==> src/pidsc_pkg.sv <==
// Package of the PID speed controller: field widths, term limit,
// register indexes and result status codes.
// Used by the channel interfaces and by the top level.
`default_nettype none

package pidsc_pkg;

  localparam int unsigned WORD_W    = 32;
  localparam int unsigned BOUND_W   = 31;
  localparam int unsigned DT_W      = 16;
  localparam int unsigned DIR_W     = 2;
  localparam int unsigned TERM_W    = 48;
  localparam int unsigned REG_IDX_W = 3;

  // Largest magnitude of a P, I or D term and of the final sum.
  localparam logic signed [TERM_W-1:0] TERM_MAX = 48'sh7FFF_FFFF_FFFF;

  typedef enum logic [REG_IDX_W-1:0] {
    REG_GAIN_P      = 3'd0,
    REG_GAIN_I      = 3'd1,
    REG_GAIN_D      = 3'd2,
    REG_INT_BOUND   = 3'd3,
    REG_DRIVE_BOUND = 3'd4
  } reg_idx_t;

  typedef enum logic [1:0] {
    ST_OK       = 2'd0,
    ST_INVALID  = 2'd1,
    ST_EMPTY    = 2'd2,
    ST_OVERFLOW = 2'd3
  } status_t;

endpackage

`default_nettype wire

==> src/pidsc_if.sv <==
// Valid/ready channel interfaces of the PID speed controller: one for the
// input word and one for the result word. Depends on pidsc_pkg.
`default_nettype none

interface pidsc_in_if;
  import pidsc_pkg::*;

  logic                     valid;
  logic                     ready;
  logic                     action;
  logic signed [WORD_W-1:0] target_speed;
  logic signed [WORD_W-1:0] measured_speed;
  logic [DT_W-1:0]          time_step;
  logic signed [DIR_W-1:0]  limit_direction;
  logic signed [WORD_W-1:0] window_low;
  logic signed [WORD_W-1:0] window_high;

  modport source (
    output valid, action, target_speed, measured_speed, time_step,
           limit_direction, window_low, window_high,
    input  ready
  );

  modport sink (
    input  valid, action, target_speed, measured_speed, time_step,
           limit_direction, window_low, window_high,
    output ready
  );
endinterface

interface pidsc_out_if;
  import pidsc_pkg::*;

  logic                     valid;
  logic                     ready;
  logic signed [WORD_W-1:0] drive;
  status_t                  status;
  logic                     integral_frozen;

  modport source (
    output valid, drive, status, integral_frozen,
    input  ready
  );

  modport sink (
    input  valid, drive, status, integral_frozen,
    output ready
  );
endinterface

`default_nettype wire

==> src/pid_speed_controller_antiwindup.sv <==
// PID speed controller with conditional-integration anti-windup, Q16.16.
// Depends on pidsc_pkg and on the channel interfaces in pidsc_if.sv.
//
// Usage: one input word arrives on req (valid/ready) and gives exactly one
// result word on rsp (valid/ready). The gains and bounds are written through
// wr_en, wr_index and wr_data while the block is idle; every write to a
// listed register also clears the integral and the previous error.
// A clear word, a word with a zero time step or an inverted window, and a
// word whose narrowed window is empty finish in the accept cycle, so the
// result appears in the next cycle. A control step runs on one shared 32x16
// multiplier, digit by digit, and on a radix-4 divider for the derivative;
// it forms the P term, the error times the time step, the D term, the I term
// and the sum, and the I term again when integration is held. The divider
// runs 32 iterations. One word is worked on at a time; the next word is
// accepted once the block is back in idle while the result register is free
// or being read. A stalled receiver holds the result register and keeps the
// block from finishing the next control step. Synchronous reset clears the
// registers and the controller state to zero and empties the result register.
`default_nettype none

module pid_speed_controller_antiwindup (
  input  logic                                clk,
  input  logic                                rst,
  input  logic                                wr_en,
  input  logic [pidsc_pkg::REG_IDX_W-1:0]     wr_index,
  input  logic [pidsc_pkg::WORD_W-1:0]        wr_data,
  pidsc_in_if.sink                            req,
  pidsc_out_if.source                         rsp
);
  import pidsc_pkg::*;

  typedef enum logic [9:0] {
    S_IDLE  = 10'b00_0000_0001,
    S_MUL   = 10'b00_0000_0010,
    S_ACC   = 10'b00_0000_0100,
    S_POST  = 10'b00_0000_1000,
    S_APPLY = 10'b00_0001_0000,
    S_DIV   = 10'b00_0010_0000,
    S_DFIN  = 10'b00_0100_0000,
    S_SUM   = 10'b00_1000_0000,
    S_FRZ   = 10'b01_0000_0000,
    S_FIN   = 10'b10_0000_0000
  } state_t;

  typedef enum logic [2:0] {
    OP_P   = 3'd0,
    OP_EDT = 3'd1,
    OP_D   = 3'd2,
    OP_IC  = 3'd3,
    OP_IF  = 3'd4
  } op_t;

  localparam logic signed [TERM_W:0]   TERM_MAX_X = (TERM_W+1)'(TERM_MAX);
  localparam logic signed [TERM_W+1:0] TERM_MAX_S = (TERM_W+2)'(TERM_MAX);

  function automatic logic signed [TERM_W-1:0] sat_term(input logic signed [TERM_W:0] v);
    logic signed [TERM_W-1:0] r;
    if (v > TERM_MAX_X) begin
      r = TERM_MAX;
    end else if (v < -TERM_MAX_X) begin
      r = -TERM_MAX;
    end else begin
      r = v[TERM_W-1:0];
    end
    return r;
  endfunction

  function automatic logic [31:0] mag32(input logic signed [31:0] v);
    return v[31] ? 32'(-v) : 32'(v);
  endfunction

  function automatic logic [31:0] mag33(input logic signed [32:0] v);
    return v[32] ? 32'(-v) : 32'(v);
  endfunction

  state_t             state;
  op_t                op;
  logic signed [31:0] gain_p;
  logic signed [31:0] gain_i;
  logic signed [31:0] gain_d;
  logic [30:0]        integral_bound;
  logic [30:0]        drive_bound;
  logic signed [31:0] integral_sum;
  logic signed [32:0] last_error;
  logic signed [32:0] err;
  logic [15:0]        dt;
  logic [1:0]         ldir;
  logic signed [31:0] wlo;
  logic signed [31:0] whi;
  logic signed [31:0] ci;
  logic signed [47:0] p_term;
  logic signed [47:0] d_term;
  logic signed [47:0] i_term;
  logic signed [49:0] sum_acc;
  logic               frozen;
  logic [31:0]        mul_a;
  logic [47:0]        mul_b;
  logic [1:0]         ndig_last;
  logic               mul_neg;
  logic [47:0]        prod;
  logic [1:0]         prod_sh;
  logic [63:0]        acc;
  logic signed [48:0] shv;
  logic [4:0]         cnt;
  logic [63:0]        div_n;
  logic [15:0]        rem;
  logic               out_vld;
  logic signed [31:0] drive_q;
  status_t            status_q;
  logic               frozen_q;

  logic               out_free;
  logic               out_load;
  logic               accept;
  logic               cfg_hit;
  logic [15:0]        mul_digit;
  logic [63:0]        prod_ext;
  logic [63:0]        acc_sum;
  logic signed [64:0] acc_pos;
  logic signed [64:0] acc_sgn;
  logic signed [64:0] acc_shift;
  logic signed [32:0] err_in;
  logic signed [32:0] bound_hi;
  logic signed [32:0] bound_lo;
  logic signed [31:0] nwlo;
  logic signed [31:0] nwhi;
  logic               bad_in;
  logic               empty_win;
  logic signed [34:0] ci_raw;
  logic signed [34:0] ibound;
  logic signed [31:0] ci_next;
  logic signed [33:0] diff;
  logic [33:0]        diff_mag;
  logic [16:0]        r1;
  logic [16:0]        r1s;
  logic [16:0]        r2;
  logic [16:0]        r2s;
  logic               q1;
  logic               q0;
  logic signed [47:0] q_sat;
  logic signed [47:0] d_fin;
  logic               over_hi;
  logic               under_lo;
  logic               err_pos;
  logic               err_neg;
  logic               freeze_now;
  logic               sum_ovf;

  assign out_free  = !out_vld || rsp.ready;
  assign req.ready = (state == S_IDLE) && out_free;
  assign accept    = req.valid && req.ready;
  assign out_load  = (accept && (req.action || bad_in || empty_win)) ||
                     ((state == S_FIN) && out_free);

  assign rsp.valid           = out_vld;
  assign rsp.drive           = drive_q;
  assign rsp.status          = status_q;
  assign rsp.integral_frozen = frozen_q;

  always_comb begin
    unique case (wr_index)
      REG_GAIN_P, REG_GAIN_I, REG_GAIN_D, REG_INT_BOUND, REG_DRIVE_BOUND: cfg_hit = 1'b1;
      default: cfg_hit = 1'b0;
    endcase
  end

  // Shared multiplier datapath: one 16-bit digit of mul_b per cycle.
  always_comb begin
    unique case (cnt[1:0])
      2'd0:    mul_digit = mul_b[15:0];
      2'd1:    mul_digit = mul_b[31:16];
      2'd2:    mul_digit = mul_b[47:32];
      default: mul_digit = '0;
    endcase
  end

  always_comb begin
    unique case (prod_sh)
      2'd0:    prod_ext = {16'b0, prod};
      2'd1:    prod_ext = {prod, 16'b0};
      2'd2:    prod_ext = {prod[31:0], 32'b0};
      default: prod_ext = '0;
    endcase
  end

  assign acc_sum   = acc + prod_ext;
  assign acc_pos   = $signed({1'b0, acc});
  assign acc_sgn   = mul_neg ? -acc_pos : acc_pos;
  assign acc_shift = acc_sgn >>> 16;

  // Input checks and window narrowing.
  assign err_in    = 33'(req.target_speed) - 33'(req.measured_speed);
  assign bound_hi  = $signed({2'b0, drive_bound});
  assign bound_lo  = -bound_hi;
  assign nwlo      = (33'(req.window_low) < bound_lo) ? bound_lo[31:0] : req.window_low;
  assign nwhi      = (33'(req.window_high) > bound_hi) ? bound_hi[31:0] : req.window_high;
  assign bad_in    = (req.time_step == '0) || (req.window_low > req.window_high);
  assign empty_win = nwlo > nwhi;

  // Candidate integral, clamped to the integral bound.
  assign ci_raw = 35'(integral_sum) + 35'(shv);
  assign ibound = $signed({4'b0, integral_bound});

  always_comb begin
    if (ci_raw > ibound) begin
      ci_next = 32'(ibound);
    end else if (ci_raw < -ibound) begin
      ci_next = 32'(-ibound);
    end else begin
      ci_next = ci_raw[31:0];
    end
  end

  assign diff     = 34'(err) - 34'(last_error);
  assign diff_mag = diff[33] ? 34'(-diff) : 34'(diff);

  // Radix-4 restoring division of the derivative product by the time step.
  assign r1  = {rem, div_n[63]};
  assign q1  = r1 >= {1'b0, dt};
  assign r1s = q1 ? r1 - {1'b0, dt} : r1;
  assign r2  = {r1s[15:0], div_n[62]};
  assign q0  = r2 >= {1'b0, dt};
  assign r2s = q0 ? r2 - {1'b0, dt} : r2;

  assign q_sat = (|div_n[63:47]) ? TERM_MAX : $signed({1'b0, div_n[46:0]});
  assign d_fin = mul_neg ? -q_sat : q_sat;

  assign over_hi    = sum_acc > 50'(whi);
  assign under_lo   = sum_acc < 50'(wlo);
  assign err_pos    = !err[32] && (err != '0);
  assign err_neg    = err[32];
  assign freeze_now = (over_hi && err_pos) || (under_lo && err_neg) ||
                      ((ldir == 2'b01) && err_pos) || (ldir[1] && err_neg);
  assign sum_ovf    = (sum_acc > TERM_MAX_S) || (sum_acc < -TERM_MAX_S);

  always_ff @(posedge clk) begin
    if (rst) begin
      state          <= S_IDLE;
      out_vld        <= 1'b0;
      gain_p         <= '0;
      gain_i         <= '0;
      gain_d         <= '0;
      integral_bound <= '0;
      drive_bound    <= '0;
      integral_sum   <= '0;
      last_error     <= '0;
    end else begin
      if (out_load) begin
        out_vld <= 1'b1;
      end else if (out_vld && rsp.ready) begin
        out_vld <= 1'b0;
      end

      if (wr_en) begin
        unique case (wr_index)
          REG_GAIN_P:      gain_p <= $signed(wr_data);
          REG_GAIN_I:      gain_i <= $signed(wr_data);
          REG_GAIN_D:      gain_d <= $signed(wr_data);
          REG_INT_BOUND:   integral_bound <= wr_data[30:0];
          REG_DRIVE_BOUND: drive_bound <= wr_data[30:0];
          default: ;
        endcase
        if (cfg_hit) begin
          integral_sum <= '0;
          last_error   <= '0;
        end
      end

      unique case (state)
        S_IDLE: begin
          if (accept) begin
            if (req.action) begin
              integral_sum <= '0;
              last_error   <= '0;
              drive_q      <= '0;
              status_q     <= ST_OK;
              frozen_q     <= 1'b0;
            end else if (bad_in) begin
              integral_sum <= '0;
              last_error   <= '0;
              drive_q      <= '0;
              status_q     <= ST_INVALID;
              frozen_q     <= 1'b0;
            end else if (empty_win) begin
              drive_q  <= '0;
              status_q <= ST_EMPTY;
              frozen_q <= 1'b0;
            end else begin
              err       <= err_in;
              dt        <= req.time_step;
              ldir      <= req.limit_direction;
              wlo       <= nwlo;
              whi       <= nwhi;
              mul_a     <= mag32(gain_p);
              mul_b     <= {16'b0, mag33(err_in)};
              mul_neg   <= gain_p[31] ^ err_in[32];
              ndig_last <= 2'd1;
              cnt       <= '0;
              acc       <= '0;
              op        <= OP_P;
              state     <= S_MUL;
            end
          end
        end

        S_MUL: begin
          prod    <= 48'(mul_a) * 48'(mul_digit);
          prod_sh <= cnt[1:0];
          if (cnt != '0) begin
            acc <= acc_sum;
          end
          cnt <= cnt + 5'd1;
          if (cnt[1:0] == ndig_last) begin
            state <= S_ACC;
          end
        end

        S_ACC: begin
          acc   <= acc_sum;
          state <= S_POST;
        end

        S_POST: begin
          if (op == OP_D) begin
            div_n <= acc;
            rem   <= '0;
            cnt   <= '0;
            state <= S_DIV;
          end else begin
            shv   <= acc_shift[48:0];
            state <= S_APPLY;
          end
        end

        S_APPLY: begin
          unique case (op)
            OP_P: begin
              p_term    <= sat_term(shv);
              mul_a     <= mag33(err);
              mul_b     <= {32'b0, dt};
              mul_neg   <= err[32];
              ndig_last <= 2'd0;
              cnt       <= '0;
              acc       <= '0;
              op        <= OP_EDT;
              state     <= S_MUL;
            end
            OP_EDT: begin
              ci         <= ci_next;
              last_error <= err;
              mul_a      <= mag32(gain_d);
              mul_b      <= {14'b0, diff_mag};
              mul_neg    <= gain_d[31] ^ diff[33];
              ndig_last  <= 2'd2;
              cnt        <= '0;
              acc        <= '0;
              op         <= OP_D;
              state      <= S_MUL;
            end
            OP_IC, OP_IF: begin
              i_term <= sat_term(shv);
              state  <= S_SUM;
            end
            default: state <= S_IDLE;
          endcase
        end

        S_DIV: begin
          div_n <= {div_n[61:0], q1, q0};
          rem   <= r2s[15:0];
          cnt   <= cnt + 5'd1;
          if (cnt == 5'd31) begin
            state <= S_DFIN;
          end
        end

        S_DFIN: begin
          d_term    <= d_fin;
          mul_a     <= mag32(gain_i);
          mul_b     <= {16'b0, mag32(ci)};
          mul_neg   <= gain_i[31] ^ ci[31];
          ndig_last <= 2'd1;
          cnt       <= '0;
          acc       <= '0;
          op        <= OP_IC;
          state     <= S_MUL;
        end

        S_SUM: begin
          sum_acc <= 50'(p_term) + 50'(i_term) + 50'(d_term);
          state   <= (op == OP_IC) ? S_FRZ : S_FIN;
        end

        S_FRZ: begin
          frozen <= freeze_now;
          if (freeze_now) begin
            mul_a     <= mag32(gain_i);
            mul_b     <= {16'b0, mag32(integral_sum)};
            mul_neg   <= gain_i[31] ^ integral_sum[31];
            ndig_last <= 2'd1;
            cnt       <= '0;
            acc       <= '0;
            op        <= OP_IF;
            state     <= S_MUL;
          end else begin
            integral_sum <= ci;
            state        <= S_FIN;
          end
        end

        S_FIN: begin
          if (out_free) begin
            frozen_q <= frozen;
            if (sum_ovf) begin
              integral_sum <= '0;
              last_error   <= '0;
              drive_q      <= '0;
              status_q     <= ST_OVERFLOW;
            end else begin
              status_q <= ST_OK;
              if (over_hi) begin
                drive_q <= whi;
              end else if (under_lo) begin
                drive_q <= wlo;
              end else begin
                drive_q <= $signed(sum_acc[31:0]);
              end
            end
            state <= S_IDLE;
          end
        end

        default: state <= S_IDLE;
      endcase
    end
  end

`ifndef ASSERT_OFF
  a_clear_word: assert property (@(posedge clk) disable iff (rst)
    accept && req.action |=> (integral_sum == '0) && (last_error == '0))
    else $error("Clear word did not zero the controller state.");

  a_cfg_clear: assert property (@(posedge clk) disable iff (rst)
    wr_en && cfg_hit |=> (integral_sum == '0) && (last_error == '0))
    else $error("Register write did not zero the controller state.");

  a_int_bound: assert property (@(posedge clk) disable iff (rst)
    (integral_sum[31] ? 32'(-integral_sum) : 32'(integral_sum)) <= {1'b0, integral_bound})
    else $error("Integral left its bound.");
`endif

endmodule

`default_nettype wire

==> src/flat_wrapper.sv <==
// flat-port wrapper written by rule: the top's interface ports become plain ports
module pid_speed_controller_antiwindup_flat import pidsc_pkg::*;
  (clk, rst, wr_en, wr_index, wr_data, req_valid, req_action, req_target_speed, req_measured_speed, req_time_step, req_limit_direction, req_window_low, req_window_high, req_ready, rsp_valid, rsp_drive, rsp_status, rsp_integral_frozen, rsp_ready);
  pidsc_in_if req_i ();
  pidsc_out_if rsp_i ();
  input  logic clk;
  input  logic rst;
  input  logic wr_en;
  input  logic [pidsc_pkg::REG_IDX_W-1:0] wr_index;
  input  logic [pidsc_pkg::WORD_W-1:0] wr_data;
  input wire logic [$bits(req_i.valid)-1:0] req_valid;
  input wire logic [$bits(req_i.action)-1:0] req_action;
  input wire logic [$bits(req_i.target_speed)-1:0] req_target_speed;
  input wire logic [$bits(req_i.measured_speed)-1:0] req_measured_speed;
  input wire logic [$bits(req_i.time_step)-1:0] req_time_step;
  input wire logic [$bits(req_i.limit_direction)-1:0] req_limit_direction;
  input wire logic [$bits(req_i.window_low)-1:0] req_window_low;
  input wire logic [$bits(req_i.window_high)-1:0] req_window_high;
  output wire logic [$bits(req_i.ready)-1:0] req_ready;
  output wire logic [$bits(rsp_i.valid)-1:0] rsp_valid;
  output wire logic [$bits(rsp_i.drive)-1:0] rsp_drive;
  output wire logic [$bits(rsp_i.status)-1:0] rsp_status;
  output wire logic [$bits(rsp_i.integral_frozen)-1:0] rsp_integral_frozen;
  input wire logic [$bits(rsp_i.ready)-1:0] rsp_ready;
  assign req_i.valid = req_valid;
  assign req_i.action = req_action;
  assign req_i.target_speed = req_target_speed;
  assign req_i.measured_speed = req_measured_speed;
  assign req_i.time_step = req_time_step;
  assign req_i.limit_direction = req_limit_direction;
  assign req_i.window_low = req_window_low;
  assign req_i.window_high = req_window_high;
  assign req_ready = req_i.ready;
  assign rsp_valid = rsp_i.valid;
  assign rsp_drive = rsp_i.drive;
  assign rsp_status = rsp_i.status;
  assign rsp_integral_frozen = rsp_i.integral_frozen;
  assign rsp_i.ready = rsp_ready;
  pid_speed_controller_antiwindup u_core (.clk(clk), .rst(rst), .wr_en(wr_en), .wr_index(wr_index), .wr_data(wr_data), .req(req_i), .rsp(rsp_i));
endmodule
==> config.mk <==
export PLATFORM = sky130hd
export DESIGN_NAME = pid_speed_controller_antiwindup_flat
export DESIGN_NICKNAME = d
export VERILOG_FILES = /design/src/pidsc_pkg.sv /design/src/pidsc_if.sv /design/src/pid_speed_controller_antiwindup.sv /design/src/flat_wrapper.sv
export SDC_FILE = /design/constraint.sdc
export NUM_CORES = 2
export LEC_CHECK = 0
export ABC_AREA = 0
export BUFFER_PORTS_ARGS = -buffer_cell sky130_fd_sc_hd__clkbuf_2
export CORE_MARGIN = 1
export CORE_UTILIZATION = 35
export CTS_BUF_LIST = sky130_fd_sc_hd__clkbuf_8
export DETAILED_ROUTE_END_ITERATION = 10
export GPL_TIMING_DRIVEN = 1
export REMOVE_ABC_BUFFERS = 1
export SLEW_MARGIN = 20
export SYNTH_ARGS = -nofsm -noshare
export SYNTH_HDL_FRONTEND = slang
export SYNTH_SLANG_ARGS = --single-unit
==> constraint.sdc <==
create_clock -name clk -period 19.4 [get_ports clk]
set_input_delay 1.94 -clock clk [delete_from_list [all_inputs] [get_ports clk]]
set_output_delay 1.94 -clock clk [all_outputs]
set_load 0.005 [all_outputs]
==> impl_metrics.ini <==
[global_routing]
gr-total-overflow = 0
grt_antenna_before_repair = 19
grt_first_pass_wirelength_mm = 423.0
grt_usage = 0.2358
grt_pass1_vias = 66030
grt_max_degree = 79

[power]
power_density_nw_per_um2 = 69.80
p_leak_nw = 37.71
p_seq_frac = 0.369
intPower_w = 0.003958
ir_worst_vdd_mv = 0.07572
clkPwrFrac = 0.301
p_sw_frac = 0.3671
p_comb_frac = 0.330
p_sw_w = 0.002295

[detailed_routing]
via_count = 69620
firstDrtPassIters = 8
post_drt_wl_per_cell_um = 23.05
via_per_inst = 5.648
drtIter0Drc = 7353
ant_nets = 0
wl_mm = 284.1
drc_errors = 0

[floorplan]
rows = 177
die_w_um = 485.3
core_area_um2 = 232300
ios = 224
dieArea_um2 = 235500
start_util = 0.3519
dieHeight_um = 485.3

[synthesis]
seq_area_frac_synth = 0.3134
synth_edf_count = 697
synth.ff_latch_count = 931
synth_async_sr_flop_share = 0
avgSynthCellArea_um2 = 9.054
syn_inst = 9028
netlist_area_um2 = 81740
synth_ff_type = edfxtp_1
yosysUniqueCellTypes = 92
yosys_warnings = 0

[clock_tree]
root_buffer = clkbuf_8
post-cts-setup-buffers = 0
cts_made_buffers = 168
clock_sinks = 931
ctsResizeCount = 0
ctsHoldBuffers = 0
clk_pin_slew_ns = 0.06
cts-htree-levels = 4
cts_max_path_buffers = 3
clk_latency_ns = 0.96
cts_tree = yes

[critical_path]
reg2reg_depth = 28
r2r_end = u_core.prod[37]$_DFFE_PP_
crit_end = u_core.prod[37]$_DFFE_PP_
r2r_start = u_core.cnt[0]$_SDFFCE_PN0P_
path_common_cell = fa_1
cp_max_fo = 19
slowest_stage = nor2_2
required_ns = 20.08
critical_path_class = flip-flop to flip-flop
cp_slowest_stage_delay_ns = 0.70
cp.arrival_ns = 10.04
crit_path_end_kind = flip-flop
reg2reg_slack_ns = 10.03
cp-start-kind = flip-flop
setup.worst_path.start = u_core.cnt[0]$_SDFFCE_PN0P_

[sta]
tightest_slew_ns = 1.350
slew_viol_final = 0
min_period_ns = 9.367
max_freq_mhz = 106.8
relSlewSlack = 0.09048
setup_tns_ns = 0
finalHoldViolCount = 0
whs_ns = 0.4633
setup_viol = 0
clock_skew_ns = 0.05473
period_share = 0.4829
rsz0062_at_grt = false

[place]
gp_congestion = 0.9896
hpwl_mm = 219.0
io_buffers = 223

[finish]
fin_nets = 10460
final_cell_mix = nand2_1 (1296), inv_1 (888), edfxtp_1 (697)
synthToLayoutAreaGrowth_pct = 9.591
final_common_cell = nand2_1
fill_cells = 23210
final_layout_size_suffix_gt1_frac = 0.07324

[outcome]
outcome = complete, no violations

[flow_run]
max_cap_violations = 0

[min_path]
min_path_type = flip-flop to flip-flop
[worst max-delay path: cells and delay by family, from the launching register on]
kind,cells,cell delay [ns]
adders and majority gates,8,4.11
AOI/OAI and AO/OA,8,2.07
and+or+nand+nor,6,1.56
buffers and inverters,5,0.74
DFF,1,0.52
xor gates and xnor gates,1,0.10
[state kept, by name (all words and copies together) (netlist names), 33 cells and up]
signal / count
u_core.i_term: 48
u_core.acc: 64
u_core.d_term: 48
u_core.mul_b: 34
u_core.div_n: 64
u_core.last_error: 33
u_core.sum_acc: 50
u_core.p_term: 48
u_core.err: 33
u_core.shv: 49
u_core.prod: 48
[cells in the mapped netlist (50+ instances only)]
master,n,area [µm²]
dfxtp_1,234,4684
a22o_1,71,621.9
xor2_1,192,1682
nand3_1,130,650.6
nand4_1,111,694.4
inv_1,842,3161
fa_1,473,9469
nor4_1,81,506.7
a21oi_1,637,3188
nor2b_1,81,506.7
nor2_1,510,1914
nand2_1,1298,4872
a211oi_1,53,397.9
a31oi_1,50,312.8
o21a_1,51,382.9
nand2b_1,75,469.2
o21ai_0,398,1992
nor3_1,150,750.7
mux2i_1,147,1471
o31ai_1,91,683.2
or3_1,64,400.4
clkbuf_1,363,1363
a22oi_1,50,375.4
or4_1,56,420.4
and2_1,202,1264
xnor2_1,405,3547
ha_1,668,8358
edfxtp_1,697,20930
a21o_1,282,2117
[worst min-delay path by stage]
stage,endpoint,cells past startpoint,slack [ns],from
4_1_cts,u_core.last_error[13]$_SDFF_PP0_,2,0.46,u_core.last_error[13]$_SDFF_PP0_
5_1_grt,u_core.last_error[13]$_SDFF_PP0_,2,0.48,u_core.last_error[13]$_SDFF_PP0_
6_report,u_core.last_error[13]$_SDFF_PP0_,2,0.46,u_core.last_error[13]$_SDFF_PP0_
3_3_place_gp,u_core.last_error[17]$_SDFF_PP0_,2,0.45,u_core.last_error[17]$_SDFF_PP0_
2_1_floorplan,u_core.last_error[13]$_SDFF_PP0_,2,0.44,u_core.last_error[13]$_SDFF_PP0_
3_5_place_dp,u_core.last_error[10]$_SDFF_PP0_,1,0.46,u_core.last_error[10]$_SDFF_PP0_
[metrics by stage]
stage	power (W)	worst slack, ns	area, µm²	std cells	util
detailed placement	0.004395	9.658	86270	12010	0.3713
global route	0.006586	9.601	89560	12320	0.3855
floorplan	0.003712	-1.422	80260	8633	-
CTS	0.006287	10.18	89550	12310	0.3855
global placement	0.004376	9.621	86260	12010	0.3713
finish	0.006253	10.03	89580	12330	0.3856
[cells by family (layout without fill, tap and decap cells)]
family	Yosys count	after routing	share of synthesized area
AO/OA/AOI/OAI	2051	2051	0.1612
other	0	11	0
flip-flops	931	931	0.3134
multiplexers	159	159	0.01965
adder cells (fa/ha/maj)	1142	1142	0.2182
buffers and inverters	1240	1483	0.05699
XOR/XNOR	597	597	0.06397
AND/OR/NAND/NOR	2908	2908	0.1666
[power groups by stage]
stage | combinational, W | sequential [W] | clock (W)
6_report | 0.00207 | 0.00231 | 0.00188
4_1_cts | 0.00207 | 0.00230 | 0.00192
5_1_grt | 0.00228 | 0.00231 | 0.00199
2_1_floorplan | 0.00139 | 0.00232 | 0
3_3_place_gp | 0.00203 | 0.00235 | 0
3_5_place_dp | 0.00205 | 0.00234 | 0
[metal layers]
metal	GRT usage	part of all wire	vias up
li1	-	-	31860
met1	0.3356	0.45	34340
met2	0.3609	0.44	2952
met3	0.03479	0.082	454
met4	0.08446	0.036	10
met5	0	0.00018	-
[area by class of cell]
cell class	instances	area, µm²	area share
antenna	11	27.53	0.0003073
clock buffer	181	2491	0.02781
clock inverter	126	793.3	0.008855
inverter	845	3172	0.03541
multi-input combinational	6857	51740	0.5776
sequential	931	25610	0.2859
tap	3043	3807	0.04250
timing repair buffer	331	1933	0.02158
Note: power is estimated with default switching activity, not from simulation.
